### src/hw/rtl/krrm_pkg.sv
// ----------------------------------------------------------------------------
// krrm_pkg
// Shared types, register indexes, request codes and usage constants for the
// keyboard report remap/merge core.
// ----------------------------------------------------------------------------
`default_nettype none

package krrm_pkg;

  // Defaults for the top-level parameters
  localparam int REPORT_BYTES_DEF = 8;
  localparam int PT_ENTRIES_DEF   = 8;
  localparam int OV_ENTRIES_DEF   = 8;

  // Fixed field widths
  localparam int MOD_BITS   = 8;
  localparam int KEY_BYTES  = 6;
  localparam int CFG_W      = 64;
  localparam int CFG_IDX_W  = 3;

  // Configuration register indexes
  localparam logic [CFG_IDX_W-1:0] REG_PROFILE_ENABLED   = 3'd0;
  localparam logic [CFG_IDX_W-1:0] REG_SWAP_EN           = 3'd1;
  localparam logic [CFG_IDX_W-1:0] REG_PASSTHROUGH_LIST  = 3'd2;
  localparam logic [CFG_IDX_W-1:0] REG_PT_COUNT          = 3'd3;
  localparam logic [CFG_IDX_W-1:0] REG_OVERRIDE_LOW      = 3'd4;
  localparam logic [CFG_IDX_W-1:0] REG_OVERRIDE_HIGH     = 3'd5;
  localparam logic [CFG_IDX_W-1:0] REG_OV_COUNT          = 3'd6;

  // Request types
  localparam logic [1:0] REQ_COPY    = 2'd0;
  localparam logic [1:0] REQ_PREPARE = 2'd1;
  localparam logic [1:0] REQ_MERGE   = 2'd2;

  // HID usages
  localparam logic [7:0] USAGE_LCTRL   = 8'he0;
  localparam logic [7:0] USAGE_LGUI    = 8'he3;
  localparam logic [7:0] USAGE_RCTRL   = 8'he4;
  localparam logic [7:0] USAGE_RGUI    = 8'he7;
  localparam logic [7:0] USAGE_ERR_MAX = 8'h03;

  typedef struct packed {
    logic         profile_enabled;
    logic         swap_en;
    logic [63:0]  passthrough_list;
    logic [3:0]   pt_count;
    logic [127:0] override_pairs;     // {high, low}
    logic [3:0]   ov_count;
  } cfg_t;

  // One insertion into the report builder
  typedef struct packed {
    logic       valid;
    logic       raw;     // synthesized key: no modifier decode, always dedup
    logic [7:0] usage;
  } slot_op_t;

endpackage

`default_nettype wire

### src/hw/rtl/krrm_remap.sv
// ----------------------------------------------------------------------------
// krrm_remap
// Usage remap unit: passthrough list, then first override, then ctrl/gui swap.
// ----------------------------------------------------------------------------
`default_nettype none

module krrm_remap #(
  parameter int PT_ENTRIES = krrm_pkg::PT_ENTRIES_DEF,
  parameter int OV_ENTRIES = krrm_pkg::OV_ENTRIES_DEF
) (
  input  krrm_pkg::cfg_t cfg,
  input  logic [7:0]     usage,
  output logic [7:0]     mapped
);
  import krrm_pkg::*;

  logic [3:0] pt_lim;
  logic [3:0] ov_lim;
  logic       pt_hit;
  logic       ov_hit;
  logic [7:0] ov_to;
  logic [7:0] swapped;

  // Saturate counts at table capacity
  assign pt_lim = (cfg.pt_count > 4'(PT_ENTRIES)) ? 4'(PT_ENTRIES)
                                                 : cfg.pt_count;
  assign ov_lim = (cfg.ov_count > 4'(OV_ENTRIES)) ? 4'(OV_ENTRIES)
                                                 : cfg.ov_count;

  always_comb begin
    pt_hit = 1'b0;
    for (int i = 0; i < PT_ENTRIES; i++) begin
      if ((4'(i) < pt_lim) && (cfg.passthrough_list[8*i +: 8] == usage)) begin
        pt_hit = 1'b1;
      end
    end
  end

  // Scan from the top so the lowest matching entry wins
  always_comb begin
    ov_hit = 1'b0;
    ov_to  = 8'h00;
    for (int i = OV_ENTRIES - 1; i >= 0; i--) begin
      if ((4'(i) < ov_lim) && (cfg.override_pairs[16*i +: 8] == usage)) begin
        ov_hit = 1'b1;
        ov_to  = cfg.override_pairs[16*i+8 +: 8];
      end
    end
  end

  always_comb begin
    case (usage)
      USAGE_LCTRL: swapped = USAGE_LGUI;
      USAGE_LGUI:  swapped = USAGE_LCTRL;
      USAGE_RCTRL: swapped = USAGE_RGUI;
      USAGE_RGUI:  swapped = USAGE_RCTRL;
      default:     swapped = usage;
    endcase
  end

  always_comb begin
    if (cfg.profile_enabled && pt_hit) begin
      mapped = usage;
    end else if (cfg.profile_enabled && ov_hit) begin
      mapped = ov_to;
    end else if (cfg.swap_en) begin
      mapped = swapped;
    end else begin
      mapped = usage;
    end
  end

endmodule

`default_nettype wire

### src/hw/rtl/krrm_build.sv
// ----------------------------------------------------------------------------
// krrm_build
// Report builder: modifier byte and key slots, one insertion per cycle.
// ----------------------------------------------------------------------------
`default_nettype none

module krrm_build #(
  parameter int SLOT_COUNT = krrm_pkg::REPORT_BYTES_DEF - 2
) (
  input  logic                      clk,
  input  logic                      clear,
  input  krrm_pkg::slot_op_t        op,
  output logic [7:0]                mods_next,
  output logic [8*SLOT_COUNT-1:0]   keys_next
);
  import krrm_pkg::*;

  logic [7:0]            slots      [SLOT_COUNT];
  logic [7:0]            slots_next [SLOT_COUNT];
  logic [7:0]            mods;
  logic [SLOT_COUNT-1:0] free_sel;
  logic                  free_seen;
  logic                  has_key;
  logic                  is_mod;
  logic                  do_place;

  always_comb begin
    has_key   = 1'b0;
    free_seen = 1'b0;
    free_sel  = '0;
    for (int k = 0; k < SLOT_COUNT; k++) begin
      if (slots[k] == op.usage) begin
        has_key = 1'b1;
      end
      free_sel[k] = (slots[k] == 8'h00) && !free_seen;
      free_seen   = free_seen || (slots[k] == 8'h00);
    end
  end

  assign is_mod = !op.raw && (op.usage >= USAGE_LCTRL) && (op.usage <= USAGE_RGUI);

  // Drop zero and duplicates; error usages may repeat unless synthesized
  assign do_place = op.valid && (op.usage != 8'h00) && !is_mod &&
                    !(has_key && (op.raw || (op.usage > USAGE_ERR_MAX)));

  always_comb begin
    if (clear) begin
      mods_next = 8'h00;
    end else if (op.valid && is_mod) begin
      mods_next = mods | (8'h01 << op.usage[2:0]);
    end else begin
      mods_next = mods;
    end
    for (int k = 0; k < SLOT_COUNT; k++) begin
      if (clear) begin
        slots_next[k] = 8'h00;
      end else if (do_place && free_sel[k]) begin
        slots_next[k] = op.usage;
      end else begin
        slots_next[k] = slots[k];
      end
      keys_next[8*k +: 8] = slots_next[k];
    end
  end

  always_ff @(posedge clk) begin
    mods <= mods_next;
    for (int k = 0; k < SLOT_COUNT; k++) begin
      slots[k] <= slots_next[k];
    end
  end

endmodule

`default_nettype wire

### src/hw/rtl/keyboard_report_remap_merge_core.sv
// ----------------------------------------------------------------------------
// keyboard_report_remap_merge_core
// Rebuilds a boot-keyboard report: copy, prepare (remap) or merge with a
// synthesized report.
// ----------------------------------------------------------------------------
//
//  Channel   Signals                                         Handshake
//  --------  ----------------------------------------------  -------------------
//  request   req_type, phys_*, synth_*                       start && !busy
//  result    out_modifiers, out_reserved, out_keys           done (one cycle)
//  config    wr_index, wr_data                               wr_en
//
//  Copy requests strobe done in the cycle after acceptance.
//  Prepare and merge walk the modifier bits, then the physical slots (merge
//  then adds the synthesized slots): one usage per cycle through the shared remap
//  and slot-insert unit. busy is high for the whole run.
//  rst is synchronous and clears control state and the configuration.
//  The receiver cannot stall: each result word is valid only while done is high.
// ----------------------------------------------------------------------------
`default_nettype none

module keyboard_report_remap_merge_core #(
  parameter int REPORT_BYTES = krrm_pkg::REPORT_BYTES_DEF,
  parameter int PT_ENTRIES   = krrm_pkg::PT_ENTRIES_DEF,
  parameter int OV_ENTRIES   = krrm_pkg::OV_ENTRIES_DEF
) (
  input  logic                              clk,
  input  logic                              rst,
  input  logic                              start,
  output logic                              busy,
  input  logic [1:0]                        req_type,
  input  logic [krrm_pkg::MOD_BITS-1:0]     phys_modifiers,
  input  logic [7:0]                        phys_reserved,
  input  logic [8*krrm_pkg::KEY_BYTES-1:0]  phys_keys,
  input  logic [krrm_pkg::MOD_BITS-1:0]     synth_modifiers,
  input  logic [8*krrm_pkg::KEY_BYTES-1:0]  synth_keys,
  input  logic                              wr_en,
  input  logic [krrm_pkg::CFG_IDX_W-1:0]    wr_index,
  input  logic [krrm_pkg::CFG_W-1:0]        wr_data,
  output logic                              done,
  output logic [krrm_pkg::MOD_BITS-1:0]     out_modifiers,
  output logic [7:0]                        out_reserved,
  output logic [8*krrm_pkg::KEY_BYTES-1:0]  out_keys
);
  import krrm_pkg::*;

  localparam int SLOT_COUNT = REPORT_BYTES - 2;
  localparam int LAST_PREP  = MOD_BITS + SLOT_COUNT - 1;
  localparam int LAST_MERGE = MOD_BITS + 2 * SLOT_COUNT - 1;
  localparam int STEP_W     = $clog2(LAST_MERGE + 1);

  localparam logic ST_IDLE = 1'b0;
  localparam logic ST_RUN  = 1'b1;

  cfg_t                    cfg;
  logic                    state;
  logic [STEP_W-1:0]       step;
  logic [STEP_W-1:0]       last_step;
  logic                    merge;
  logic [MOD_BITS-1:0]     pmods;
  logic [7:0]              pres;
  logic [8*SLOT_COUNT-1:0] pkeys;
  logic [MOD_BITS-1:0]     smods;
  logic [8*SLOT_COUNT-1:0] skeys;

  logic                    accept;
  logic                    is_copy;
  logic                    at_last;
  logic [7:0]              sel_usage;
  logic                    sel_raw;
  logic                    sel_valid;
  logic [7:0]              mapped;
  slot_op_t                op;
  logic [7:0]              mods_next;
  logic [8*SLOT_COUNT-1:0] keys_next;

  assign busy    = (state == ST_RUN);
  assign accept  = start && !busy;
  // Unknown request type behaves as copy
  assign is_copy = !((req_type == REQ_PREPARE) || (req_type == REQ_MERGE));
  assign last_step = merge ? STEP_W'(LAST_MERGE) : STEP_W'(LAST_PREP);
  assign at_last   = (step == last_step);

  // Configuration writes; indexes past the list are ignored
  always_ff @(posedge clk) begin
    if (rst) begin
      cfg <= '0;
    end else if (wr_en) begin
      case (wr_index)
        REG_PROFILE_ENABLED:   cfg.profile_enabled   <= wr_data[0];
        REG_SWAP_EN:           cfg.swap_en           <= wr_data[0];
        REG_PASSTHROUGH_LIST:  cfg.passthrough_list  <= wr_data;
        REG_PT_COUNT:          cfg.pt_count          <= wr_data[3:0];
        REG_OVERRIDE_LOW:      cfg.override_pairs[63:0]   <= wr_data;
        REG_OVERRIDE_HIGH:     cfg.override_pairs[127:64] <= wr_data;
        REG_OV_COUNT:          cfg.ov_count          <= wr_data[3:0];
        default: ;
      endcase
    end
  end

  // Sequencer: modifier bits, then physical slots, then synthesized slots on merge
  always_ff @(posedge clk) begin
    if (rst) begin
      state <= ST_IDLE;
      step  <= '0;
      done  <= 1'b0;
    end else begin
      done <= 1'b0;
      if (accept) begin
        step <= '0;
        if (is_copy) begin
          done <= 1'b1;
        end else begin
          state <= ST_RUN;
        end
      end else if (state == ST_RUN) begin
        if (at_last) begin
          state <= ST_IDLE;
          done  <= 1'b1;
        end else begin
          step <= step + 1'b1;
        end
      end
    end
  end

  // Hold the request payload for the run
  always_ff @(posedge clk) begin
    if (accept) begin
      merge <= (req_type == REQ_MERGE);
      pmods <= phys_modifiers;
      pres  <= phys_reserved;
      pkeys <= phys_keys[8*SLOT_COUNT-1:0];
      smods <= synth_modifiers;
      skeys <= synth_keys[8*SLOT_COUNT-1:0];
    end
  end

  // Pick the usage for this step
  always_comb begin
    sel_usage = USAGE_LCTRL | {5'b00000, step[2:0]};
    sel_raw   = 1'b0;
    sel_valid = (state == ST_RUN) && pmods[step[2:0]];
    if (step >= STEP_W'(MOD_BITS)) begin
      sel_valid = (state == ST_RUN);
      sel_raw   = (step >= STEP_W'(MOD_BITS + SLOT_COUNT));
      for (int k = 0; k < SLOT_COUNT; k++) begin
        if (step == STEP_W'(MOD_BITS + k)) begin
          sel_usage = pkeys[8*k +: 8];
        end
        if (step == STEP_W'(MOD_BITS + SLOT_COUNT + k)) begin
          sel_usage = skeys[8*k +: 8];
        end
      end
    end
  end

  krrm_remap #(
    .PT_ENTRIES (PT_ENTRIES),
    .OV_ENTRIES (OV_ENTRIES)
  ) u_remap (
    .cfg    (cfg),
    .usage  (sel_usage),
    .mapped (mapped)
  );

  // Synthesized keys bypass the remap
  assign op.valid = sel_valid;
  assign op.raw   = sel_raw;
  assign op.usage = sel_raw ? sel_usage : mapped;

  krrm_build #(
    .SLOT_COUNT (SLOT_COUNT)
  ) u_build (
    .clk       (clk),
    .clear     (accept),
    .op        (op),
    .mods_next (mods_next),
    .keys_next (keys_next)
  );

  // Result word: copy loads straight from the request, a run loads at its end
  always_ff @(posedge clk) begin
    if (accept && is_copy) begin
      out_modifiers <= phys_modifiers;
      out_reserved  <= phys_reserved;
      out_keys      <= (8*KEY_BYTES)'(phys_keys[8*SLOT_COUNT-1:0]);
    end else if ((state == ST_RUN) && at_last) begin
      out_modifiers <= mods_next | (merge ? smods : 8'h00);
      out_reserved  <= pres;
      out_keys      <= (8*KEY_BYTES)'(keys_next);
    end
  end

`ifndef SYNTHESIS
  a_step_in_range: assert property (@(posedge clk) disable iff (rst)
    (state == ST_RUN) |-> (step <= last_step))
    else $error("step counter ran past the last step");

  a_run_ends_with_done: assert property (@(posedge clk) disable iff (rst)
    (state == ST_RUN) |=> ((state == ST_RUN) || done))
    else $error("run left without a result strobe");

  a_done_source: assert property (@(posedge clk) disable iff (rst)
    $rose(done) |-> $past((accept && is_copy) || ((state == ST_RUN) && at_last)))
    else $error("result strobe without a finished request");
`endif

endmodule

`default_nettype wire
### config.mk
export PLATFORM = sky130hd
export DESIGN_NAME = keyboard_report_remap_merge_core
export DESIGN_NICKNAME = d
export VERILOG_FILES = /design/src/hw/rtl/krrm_pkg.sv /design/src/hw/rtl/krrm_remap.sv /design/src/hw/rtl/krrm_build.sv /design/src/hw/rtl/keyboard_report_remap_merge_core.sv
export SDC_FILE = /design/constraint.sdc
export NUM_CORES = 1
export LEC_CHECK = 0
export BUFFER_PORTS_ARGS = -buffer_cell sky130_fd_sc_hd__buf_4
export CAP_MARGIN = 20
export CORE_MARGIN = 5
export CORE_UTILIZATION = 45
export DETAILED_ROUTE_END_ITERATION = 6
export GPL_TIMING_DRIVEN = 0
export SLEW_MARGIN = 40
export SYNTH_ARGS = -nofsm -noshare
export SYNTH_HDL_FRONTEND = slang
export SYNTH_HIERARCHICAL = 1
export SYNTH_SLANG_ARGS = --single-unit
export TNS_END_PERCENT = 100
### constraint.sdc
create_clock -name clk -period 20.5 [get_ports clk]
set_input_delay 4.1 -clock clk [delete_from_list [all_inputs] [get_ports clk]]
set_output_delay 4.1 -clock clk [all_outputs]
set_load 0.05 [all_outputs]
# ---- After elaboration in Yosys (flattened, before gate mapping)
# Memories as Yosys holds them, arrays and structs flattened.
# Index checks and enable logic that the tools add are counted.
dict set report word_totals {
  reg_bits 402
  mem_bits_rw 48
  in_bits 193
  output_inout_bits 66
  elab_cells 256
  memories 1
}
dict set report op_classes {
  addsub 1
  order_cmp 24
  n_eq_ne 48
  shifts 1
  muxes 84
  bitwise 3
  reduce_logical 74
}
# memory depth word_bits read_ports rd_clocked_by_memory_dff wr line_no
set mem_list {}
lappend mem_list {u_build.slots 6 8 6 0 6 krrm_build.sv:18} ;# logic [7:0] slots [SLOT_COUNT];
# cell n
set op_table {}
lappend op_table {{$mux 8} 44}
lappend op_table {{$eq 8x8->1} 22}
lappend op_table {{$mux 48} 2}
lappend op_table {{$logic_not 8->1} 6}
lappend op_table {{$eq 5x4->1 const B} 8}
lappend op_table {{$logic_and 1x1->1} 40}
lappend op_table {{$mux 1} 33}
lappend op_table {{$eq 8x8->1 const B} 4}
lappend op_table {{$lt 3x4->1 const A} 8}
lappend op_table {{$pmux 8 s4} 1}
lappend op_table {{$eq 5x5->1 const B} 4}
lappend op_table {{$lt 1x4->1 const A} 4}
lappend op_table {{$lt 2x4->1 const A} 4}
lappend op_table {{$or 8x8->8} 2}
lappend op_table {{$reduce_and 2->1} 8}
lappend op_table {{$ge 5x4->1 const B} 2}
lappend op_table {{$logic_not 1->1} 10}
lappend op_table {{$eq 3x3->1 const B} 3}
lappend op_table {{$ge 8x8->1 const B} 1}
lappend op_table {{$gt 4x4->1 const B} 2}
lappend op_table {{$gt 8x2->1 const B} 1}
lappend op_table {{$le 8x8->1 const B} 1}
lappend op_table {{$mux 4} 2}
lappend op_table {{$reduce_bool 8->1} 1}
lappend op_table {{other kinds (16)} 22}

# ---- Logic depth before layout (Yosys ltp)
# Gate-level depths: netlist of the first run.
dict set report depth {
  word_depth 43
  ltp_mapped 35
  depth_no_buf 27
}

# ---- By module
# Netlist of the first run, hierarchy kept.
# mod instances cells_each area_per_inst_um2 seq_area_each_um2
set modules_own_cells {}
lappend modules_own_cells {keyboard_report_remap_merge_core 1 1429 15189.6 9739.3}
lappend modules_own_cells {krrm_build 1 313 2921.6 1121.1}
lappend modules_own_cells {krrm_remap 1 328 2561.2 0.0}

# ---- Worst setup path after synthesis of the first run
# No wires, ideal clock.
dict set report synth_path {
  path_kind {input to register}
  startpoint {in start}
  endpoint {reg out_keys[0] (netlist bit), enable pin}
  setup_time_ns 0.424
  arrival_time_ns 12.106
  required_ns 20.076
  path_slack_ns 7.970
  path_stages 6
  path_buffers 3
  path_cell_list {nor2b_1 nand2_1 clkbuf_1 clkbuf_1 buf_2 nand2_1}
}
dict set report synth_via {
  elab_chain_len 3
}
# element line_no
set synth_rtl {}
lappend synth_rtl {{start: declaration} keyboard_report_remap_merge_core.sv:29} ;# input logic start,
lappend synth_rtl {{$logic_and 1x1->1} keyboard_report_remap_merge_core.sv:78} ;# assign accept = start && !busy;
lappend synth_rtl {{$logic_and 1x1->1} keyboard_report_remap_merge_core.sv:185} ;# if (accept && is_copy) begin
lappend synth_rtl {{$reduce_bool 2->1 (no source line)} --}
lappend synth_rtl {{end signal: assignment} keyboard_report_remap_merge_core.sv:188} ;# out_keys <= (8*KEY_BYTES)'(phys_keys[8*SLOT_COUNT-1:0]);
lappend synth_rtl {{end signal: assignment} keyboard_report_remap_merge_core.sv:192} ;# out_keys <= (8*KEY_BYTES)'(keys_next);
lappend synth_rtl {{end: declaration} keyboard_report_remap_merge_core.sv:43} ;# output logic [8*krrm_pkg::KEY_BYTES-1:0] out_keys
# No other way between the ends.
# A chain may end at the register's enable or synchronous reset.

==> parameters.txt, run 1 <==
Parameter                              Value

Min path
  Hold path endpoint ... cfg[28]
  Min-Delay Path Depth ... 2
  Worst min-delay path startpoint ... cfg[28]
  Type of the most critical hold path ... reg2reg

Detailed routing
  Initial DRC Count ... 1705
  Vias per cell ... 5.66
  Number of DRC violations after detailed routing ... 0
  DR pass1 iterations ... 5
  Residual antenna-violating net count after detailed routing ... 0
  Final routed wire length divided by cell count ... approximately 24 um
  Final WL ... 72200 um
  Count of vias placed by the detailed router ... about 17000

Timing
  Setup repair after global routing missed its margin ... no
  Final total negative setup slack ... 0 ns
  Final number of hold-violating endpoints ... 0
  Crit share post-route ... 0.421
  Count of endpoints failing setup in the final report ... 0
  Transition time at the pin with the least slew margin ... 0.821 ns
  Post-route minimum period ... 8.63 ns
  Worst slew margin ... 0.453
  Number of pins exceeding their max-slew limit in the final report ... 0
  Fin Clk Skew ... 0.0266 ns
  Top achievable clock speed ... 116 MHz

Global route
  Global router's overall resource usage ... 0.277
  Number of global-route vias before repair ... 16600
  Largest net degree at the start of global routing ... 36
  Antenna violations before repair ... 7
  First-pass GRT wire length ... 106000 um
  GRT Residual Overflow ... 0

Yosys
  Adder-Cell Fraction of Synth Area ... 0.00363
  Fraction of the yosys area taken by sequential cells ... 0.525
  Share of the synthesized area in the top cell type ... 0.269
  Number of enable-type register cells in the synthesized netlist ... between 150 and 200
  Synthesized Nets ... 2269
  Post-synthesis share of cell area spent on and, or, nand and nor gates ... 0.167
  Parity-gate share of the synthesized area counting xor and xnor cells ... 0.0754
  Mux cell area share after synthesis ... 0.0427
  Gate Count Post-Synth ... 2070
  Synth Area in Compound Gates ... 0.138
  Synth top area cells ... edfxtp_1, dfxtp_1, nand2_1
  Area of the mapped netlist ... 0.0207 mm^2
  Average cell area after synthesis ... 9.99 um^2
  Post-synthesis async set-or-reset flop share ... 0
  Synth cell types ... 97
  Count of synthesis-stage warnings from yosys ... 6
  Count of state elements after synthesis ... 450
  Most frequently used flop master after synthesis ... dfxtp_1
  Library cell with the largest summed area after synthesis ... edfxtp_1
  Dominant combinational cell family by area after synthesis ... simple AND/OR/NAND/NOR gates

Setup path
  Depth of the worst register-to-register path ... 32
  Internal reg-to-reg setup slack ... ~12 ns
  Kind of cell with the highest combined delay on the critical path ... compound AO/OA/AOI/OAI gates
  Most numerous cell on the critical path ... buf_6
  Worst r2r src ... step[1]
  Worst Path Max Fanout ... 10
  Category of the most critical setup path ... reg2reg
  Critical path's slowest cell ... dfxtp_1
  Type of element capturing the critical path ... flop
  End of the worst register-to-register path ... out_keys[32]
  Max stage delay on crit path ... just over 0.7 ns
  Buf/Inv on CP ... 7
  Kind of start point of the critical path ... flop
  Critical path data arrival time ... 9.10 ns
  Data required time of the critical path ... about 21 ns

Pwr
  Proportion of power drawn by combinational gates ... 0.100
  Cell area power density ... 83.3 mW/mm^2
  Switching share of total power ... 0.250
  P_sw ... around 0.00052 W
  Fraction of power consumed by the clock network ... 0.427
  Leakage power ... roughly 9.3 nW
  Total internal power ... 0.00158 W
  Register share of total power ... 0.473
  Peak VDD IR ... 0.0000619 V

Finish
  Most frequent cells in the layout ... nand2_1, buf_4, dfxtp_1
  Final design instance area without fill ... approximately 0.025 mm^2
  Layout fillers ... between 4000 and 5000
  Storage element area ... 0.0109 mm^2
  Area of the multi-input gates ... 0.00885 mm^2
  Area growth from synthesis to layout ... 22.0%
  Share of final-layout standard cells stronger than drive strength 1 ... 0.211
  Commonest non-fill, non-tap cell in the layout ... nand2_1
  Number of nets in the layout ... 2587

Clock tree
  Number of buffers inserted during clock tree synthesis ... 49
  Count of clock tree sinks ... 450
  Buffers from clock root to sink, at most ... 3
  Post-CTS Setup Inserts ... 0
  Resize count post-CTS ... 0
  Clock slew seen by the registers of the worst setup and hold paths ... 0.06 ns
  Root Buffer ... clkbuf_16
  CTS tree ... done
  Cts-stage hold buffer count ... 0
  Insertion delay of the later-clocked pin in the worst-skew pair ... 0.60 ns
  H-tree level count ... 2

Placed design
  Area after DPL ... 0.0236 mm^2
  Final estimated routing congestion in global placement ... around 0.94
  Estimated wirelength of the detail-placed design ... 54500 um
  Buffers added on ports ... 257

Floorplan
  Die height ... 224 um
  Core Region ... 0.0454 mm^2
  Die Width ... 224 um
  Die area ... 0.0503 mm^2
  Number of I/O pins ... approximately 260
  Initial Util ... 0.456
  Site row count ... 78

Run
  Reported max-cap violation count ... 0

Run status
  Result of the run ... complete, no violations
sequential cells by signal, indices dropped and copies added, names as in the netlist:
name and flops:
busy 1, cfg 202, done 1, merge 1, out_keys 48, out_modifiers 8, out_reserved 8, pkeys 48
pmods 8, pres 8, skeys 48, smods 8, step 5, u_build/mods 8, u_build/slots 48
cells by family after synthesis:
family	after synthesis
compound gates	446
xor+xnor	178
fa+ha+maj	6
buf+inv	188
flops	450
mux	77
simple gates	725
power groups by stage:
| stage | combinational (W) | clock [W] | sequential (W) |
|---|---|---|---|
| floorplan | 0.0000819 | 0 | 0.00104 |
| global route | 0.000222 | 0.000951 | 0.000995 |
| detailed placement | 0.000208 | 0 | 0.00101 |
| finish | 0.000210 | 0.000897 | 0.000993 |
| global placement | 0.000198 | 0 | 0.00102 |
| CTS | 0.000209 | 0.000910 | 0.000993 |
worst max path at each step:
stage | from | end | slack, ns | depth (start not counted)
CTS | step[1] | out_keys[21] | 11.92 | 27
finish | step[1] | out_keys[32] | 11.87 | 32
global placement | start | out_keys[1] | 2.70 | 7
floorplan | start | out_keys[0] | 7.97 | 6
global route | step[1] | out_keys[32] | 11.25 | 32
detailed placement | step[1] | out_keys[21] | 11.99 | 28
synth_stat cells, types with 6 or more instances:
cell       instances
a221oi_1          13
nand3_1           14
xor2_1            70
clkbuf_1          80
ha_1               6
nand2b_1          31
o221ai_1           8
o21ai_0           16
o41ai_2           11
buf_6             22
nor4_1            23
nor3_1            21
o41ai_1            7
nand4_1           26
o22ai_1           41
nor2b_1           12
buf_4              8
o21ai_1            8
edfxtp_1         185
o31ai_1           10
a211oi_1           7
buf_8              6
inv_1             53
dfxtp_1          265
nor2_1            97
a31oi_1           10
mux2i_1           14
nand2_1          426
buf_2             17
mux2_2            57
a22oi_1           10
xnor2_1          108
a21oi_1          258
and2_1             6
nand4bb_1          7
per-layer routing:
metal / wire [um] / vias to the layer above / global-route usage / part of all wire
li1: - / 7935 / - / -
met1: 32000 / 8364 / 0.407 / 0.44
met2: 31600 / 728 / 0.414 / 0.44
met3: 6810 / 104 / 0.0615 / 0.094
met4: 1790 / 4 / 0.0754 / 0.025
met5: 27 / - / 0 / 0.00037
metrics by stage:
step / instances / hold WS, ns / total power, W / setup WS (ns) / utilization
3_5_place_dp: 2937 / 0.450 / 0.00122 / 11.99 / 0.520
4_1_cts: 3027 / 0.459 / 0.00211 / 11.92 / 0.556
6_report: 3030 / 0.459 / 0.00210 / 11.87 / 0.556
3_3_place_gp: 2927 / 0.446 / 0.00122 / 2.70 / 0.515
5_1_grt: 3029 / 0.478 / 0.00217 / 11.25 / 0.556
2_1_floorplan: 2070 / 0.431 / 0.00112 / 7.97 / -
layout make-up:
cell class / instances / share of cell area
Inverter: 54 / 0.00804
Multi-Input combinational cell: 1432 / 0.351
Timing Repair Buffer: 267 / 0.0851
Clock inverter: 24 / 0.00933
Antenna cell: 3 / 0.000298
Clock buffer: 66 / 0.0548
Sequential cell: 450 / 0.431
Tap cell: 600 / 0.0298
Buffer: 134 / 0.0312
tightest hold or removal path, cell delays in order, from the launching register on:
cell	delay (ns)
dfxtp_1	0.31
nand2_1	0.05
a21oi_1	0.05
Note: power is estimated with default switching activity, not from simulation.
==> inputs of run 2 (changes only) <==
--- a/config.mk
+++ b/config.mk
@@ -11,6 +11,7 @@
 export CORE_UTILIZATION = 45
 export DETAILED_ROUTE_END_ITERATION = 6
 export GPL_TIMING_DRIVEN = 0
+export PLACE_DENSITY = 0.67
 export SLEW_MARGIN = 40
 export SYNTH_ARGS = -nofsm -noshare
 export SYNTH_HDL_FRONTEND = slang
==> constraint.sdc (replaced) <==
create_clock -name clk -period 7.2 [get_ports clk]
set_input_delay 1.44 -clock clk [delete_from_list [all_inputs] [get_ports clk]]
set_output_delay 1.44 -clock clk [all_outputs]
set_load 0.05 [all_outputs]
==> parameters.txt, run 2 (synthesized netlist as in run 1, its figures left out) <==
Parameter                              Value

Min path
  Worst min-delay path startpoint ... cfg[97]
  Hold path endpoint ... cfg[97]
  Type of the most critical hold path ... reg2reg
  Min-Delay Path Depth ... 2

Detailed routing
  Final routed wire length divided by cell count ... roughly 23 um
  Number of DRC violations after detailed routing ... 0
  Vias per cell ... 5.71
  Final WL ... 71700 um
  DR pass1 iterations ... 5
  Count of vias placed by the detailed router ... approximately 18000
  Initial DRC Count ... 1882
  Residual antenna-violating net count after detailed routing ... 0

Floorplan
  Core Region ... 0.0454 mm^2
  Die Width ... 224 um
  Number of I/O pins ... between 200 and 300
  Site row count ... 78
  Die height ... 224 um
  Initial Util ... 0.456
  Die area ... 0.0503 mm^2

Timing
  Count of endpoints failing setup in the final report ... 0
  Post-route minimum period ... 7.11 ns
  Top achievable clock speed ... 141 MHz
  Final number of hold-violating endpoints ... 0
  Number of pins exceeding their max-slew limit in the final report ... 0
  Fin Clk Skew ... 0.0361 ns
  Worst slew margin ... 0.445
  Crit share post-route ... 0.987
  Transition time at the pin with the least slew margin ... 0.833 ns
  Setup slack after layout ... 0.0907 ns

Setup path
  Critical path's slowest cell ... o41ai_4
  Most numerous cell on the critical path ... buf_6
  Critical path data arrival time ... 7.58 ns
  Worst Setup SP ... step[0]
  Type of element capturing the critical path ... flop
  Internal reg-to-reg setup slack ... 0.09 ns
  Worst Path Max Fanout ... 10
  Kind of start point of the critical path ... flop
  Data required time of the critical path ... 7.67 ns
  Worst r2r src ... step[0]
  End of the worst register-to-register path ... out_keys[41]
  Depth of the worst register-to-register path ... 31
  Max stage delay on crit path ... 0.44 ns
  Category of the most critical setup path ... reg2reg

Global route
  Largest net degree at the start of global routing ... 45
  First-pass GRT wire length ... 104000 um
  GRT Residual Overflow ... 0
  Number of global-route vias before repair ... 16900
  Global router's overall resource usage ... 0.271
  Antenna violations before repair ... 10

Clock tree
  Clock slew seen by the registers of the worst setup and hold paths ... 0.06 ns
  H-tree level count ... 2
  Count of clock tree sinks ... 450
  CTS tree ... done
  Root Buffer ... clkbuf_16
  Number of buffers inserted during clock tree synthesis ... 48
  Insertion delay of the later-clocked pin in the worst-skew pair ... about 0.6 ns
  Buffers from clock root to sink, at most ... 3

Finish
  Number of flip-flops in the largest register ... 202
  Most flop-heavy register ... cfg
  Number of nets in the layout ... 2636
  Commonest non-fill, non-tap cell in the layout ... nand2_1
  Area growth from synthesis to layout ... 27.1%
  Share of final-layout standard cells stronger than drive strength 1 ... 0.253
  Layout fillers ... 3870
  Fraction of the core area covered by cells at the end of the flow ... 0.579
  Most frequent cells in the layout ... nand2_1, buf_4, dfxtp_1

Pwr
  PnR Total Power ... approximately 0.0060 W
  Leakage power ... between 9 and 10 nW
  Peak VDD IR ... approximately 0.0002 V
  Total internal power ... between 0.004 and 0.005 W
  Register share of total power ... 0.473
  P_sw ... 0.00151 W
  Cell area power density ... 227 mW/mm^2
  Switching share of total power ... 0.253
  Proportion of power drawn by combinational gates ... 0.103
  Fraction of power consumed by the clock network ... 0.423

Placed design
  Estimated wirelength of the detail-placed design ... 53200 um
  Post-placement setup slack ... -1.37 ns
  Final estimated routing congestion in global placement ... between 0.9 and 1
  Buffers added on ports ... 257

Run
  Reported max-cap violation count ... 0

Run status
  Result of the run ... complete, no violations
[run 2: worst max-delay path, delay by kind of cell (launching register included)]
family / cells / cell delay (ns)
compound gates: 7 / 1.45
flops: 1 / 0.35
fa+ha+maj: 1 / 0.20
simple gates: 10 / 2.37
xor+xnor: 1 / 0.26
buf+inv: 9 / 1.54
mux: 3 / 0.80
[run 2: layout make-up]
class,instances,area (um^2),area share
sequential,450,10900,0.414
multi-input combinational,1432,9370,0.357
timing repair buffer,317,2570,0.0977
clock buffer,69,1380,0.0526
buffer,134,891,0.0339
tap,600,751,0.0286
clock inverter,21,235,0.00895
inverter,54,203,0.00772
antenna,1,2.50,0.0000953
[run 2: power by group through the flow]
stage | Sequential, W | Combinational (W) | Clock, W
6_report | 0.00282 | 0.000616 | 0.00253
5_1_grt | 0.00283 | 0.000648 | 0.00267
4_1_cts | 0.00282 | 0.000598 | 0.00256
3_5_place_dp | 0.00288 | 0.000588 | 0
3_3_place_gp | 0.00288 | 0.000561 | 0
2_1_floorplan | 0.00294 | 0.000233 | 0
[run 2: per-layer routing]
layer	up-vias	GRT usage	share of wire
met2	812	0.424	0.45
met1	8584	0.378	0.42
met4	4	0.0833	0.033
li1	8037	-	-
met5	-	0	0.00038
met3	144	0.0607	0.095
[run 2: how the worst max path moves through the flow]
stage | endpoint | slack (ns) | depth (start not counted)
floorplan | out_keys[44] | 0.84 | 28
global placement | out_keys[47] | -1.46 | 30
detailed placement | out_keys[41] | -1.37 | 30
CTS | out_keys[45] | 0.001 | 32
global route | out_keys[35] | -0.07 | 31
finish | out_keys[41] | 0.09 | 31
[run 2: stage by stage]
step                TNS [ns]  instance area (um^2)  hold WS, ns  cells
floorplan                  0                 20700        0.431   2070
CTS                        0                 25500        0.455   3039
detailed placement   -109.95                 23500        0.447   2935
global placement     -181.70                 23400        0.440   2927
global route          -0.684                 26300        0.474   3077
finish                     0                 26300        0.457   3078
[run 2: repair_timing]
action,CTS,global route
hold buffers,0,0
hold endpoints to repair,0,0
cloned,0,1
setup endpoints to repair,112,80
pin swaps,11,32
resized for setup,46,77
buffers inserted,14,37
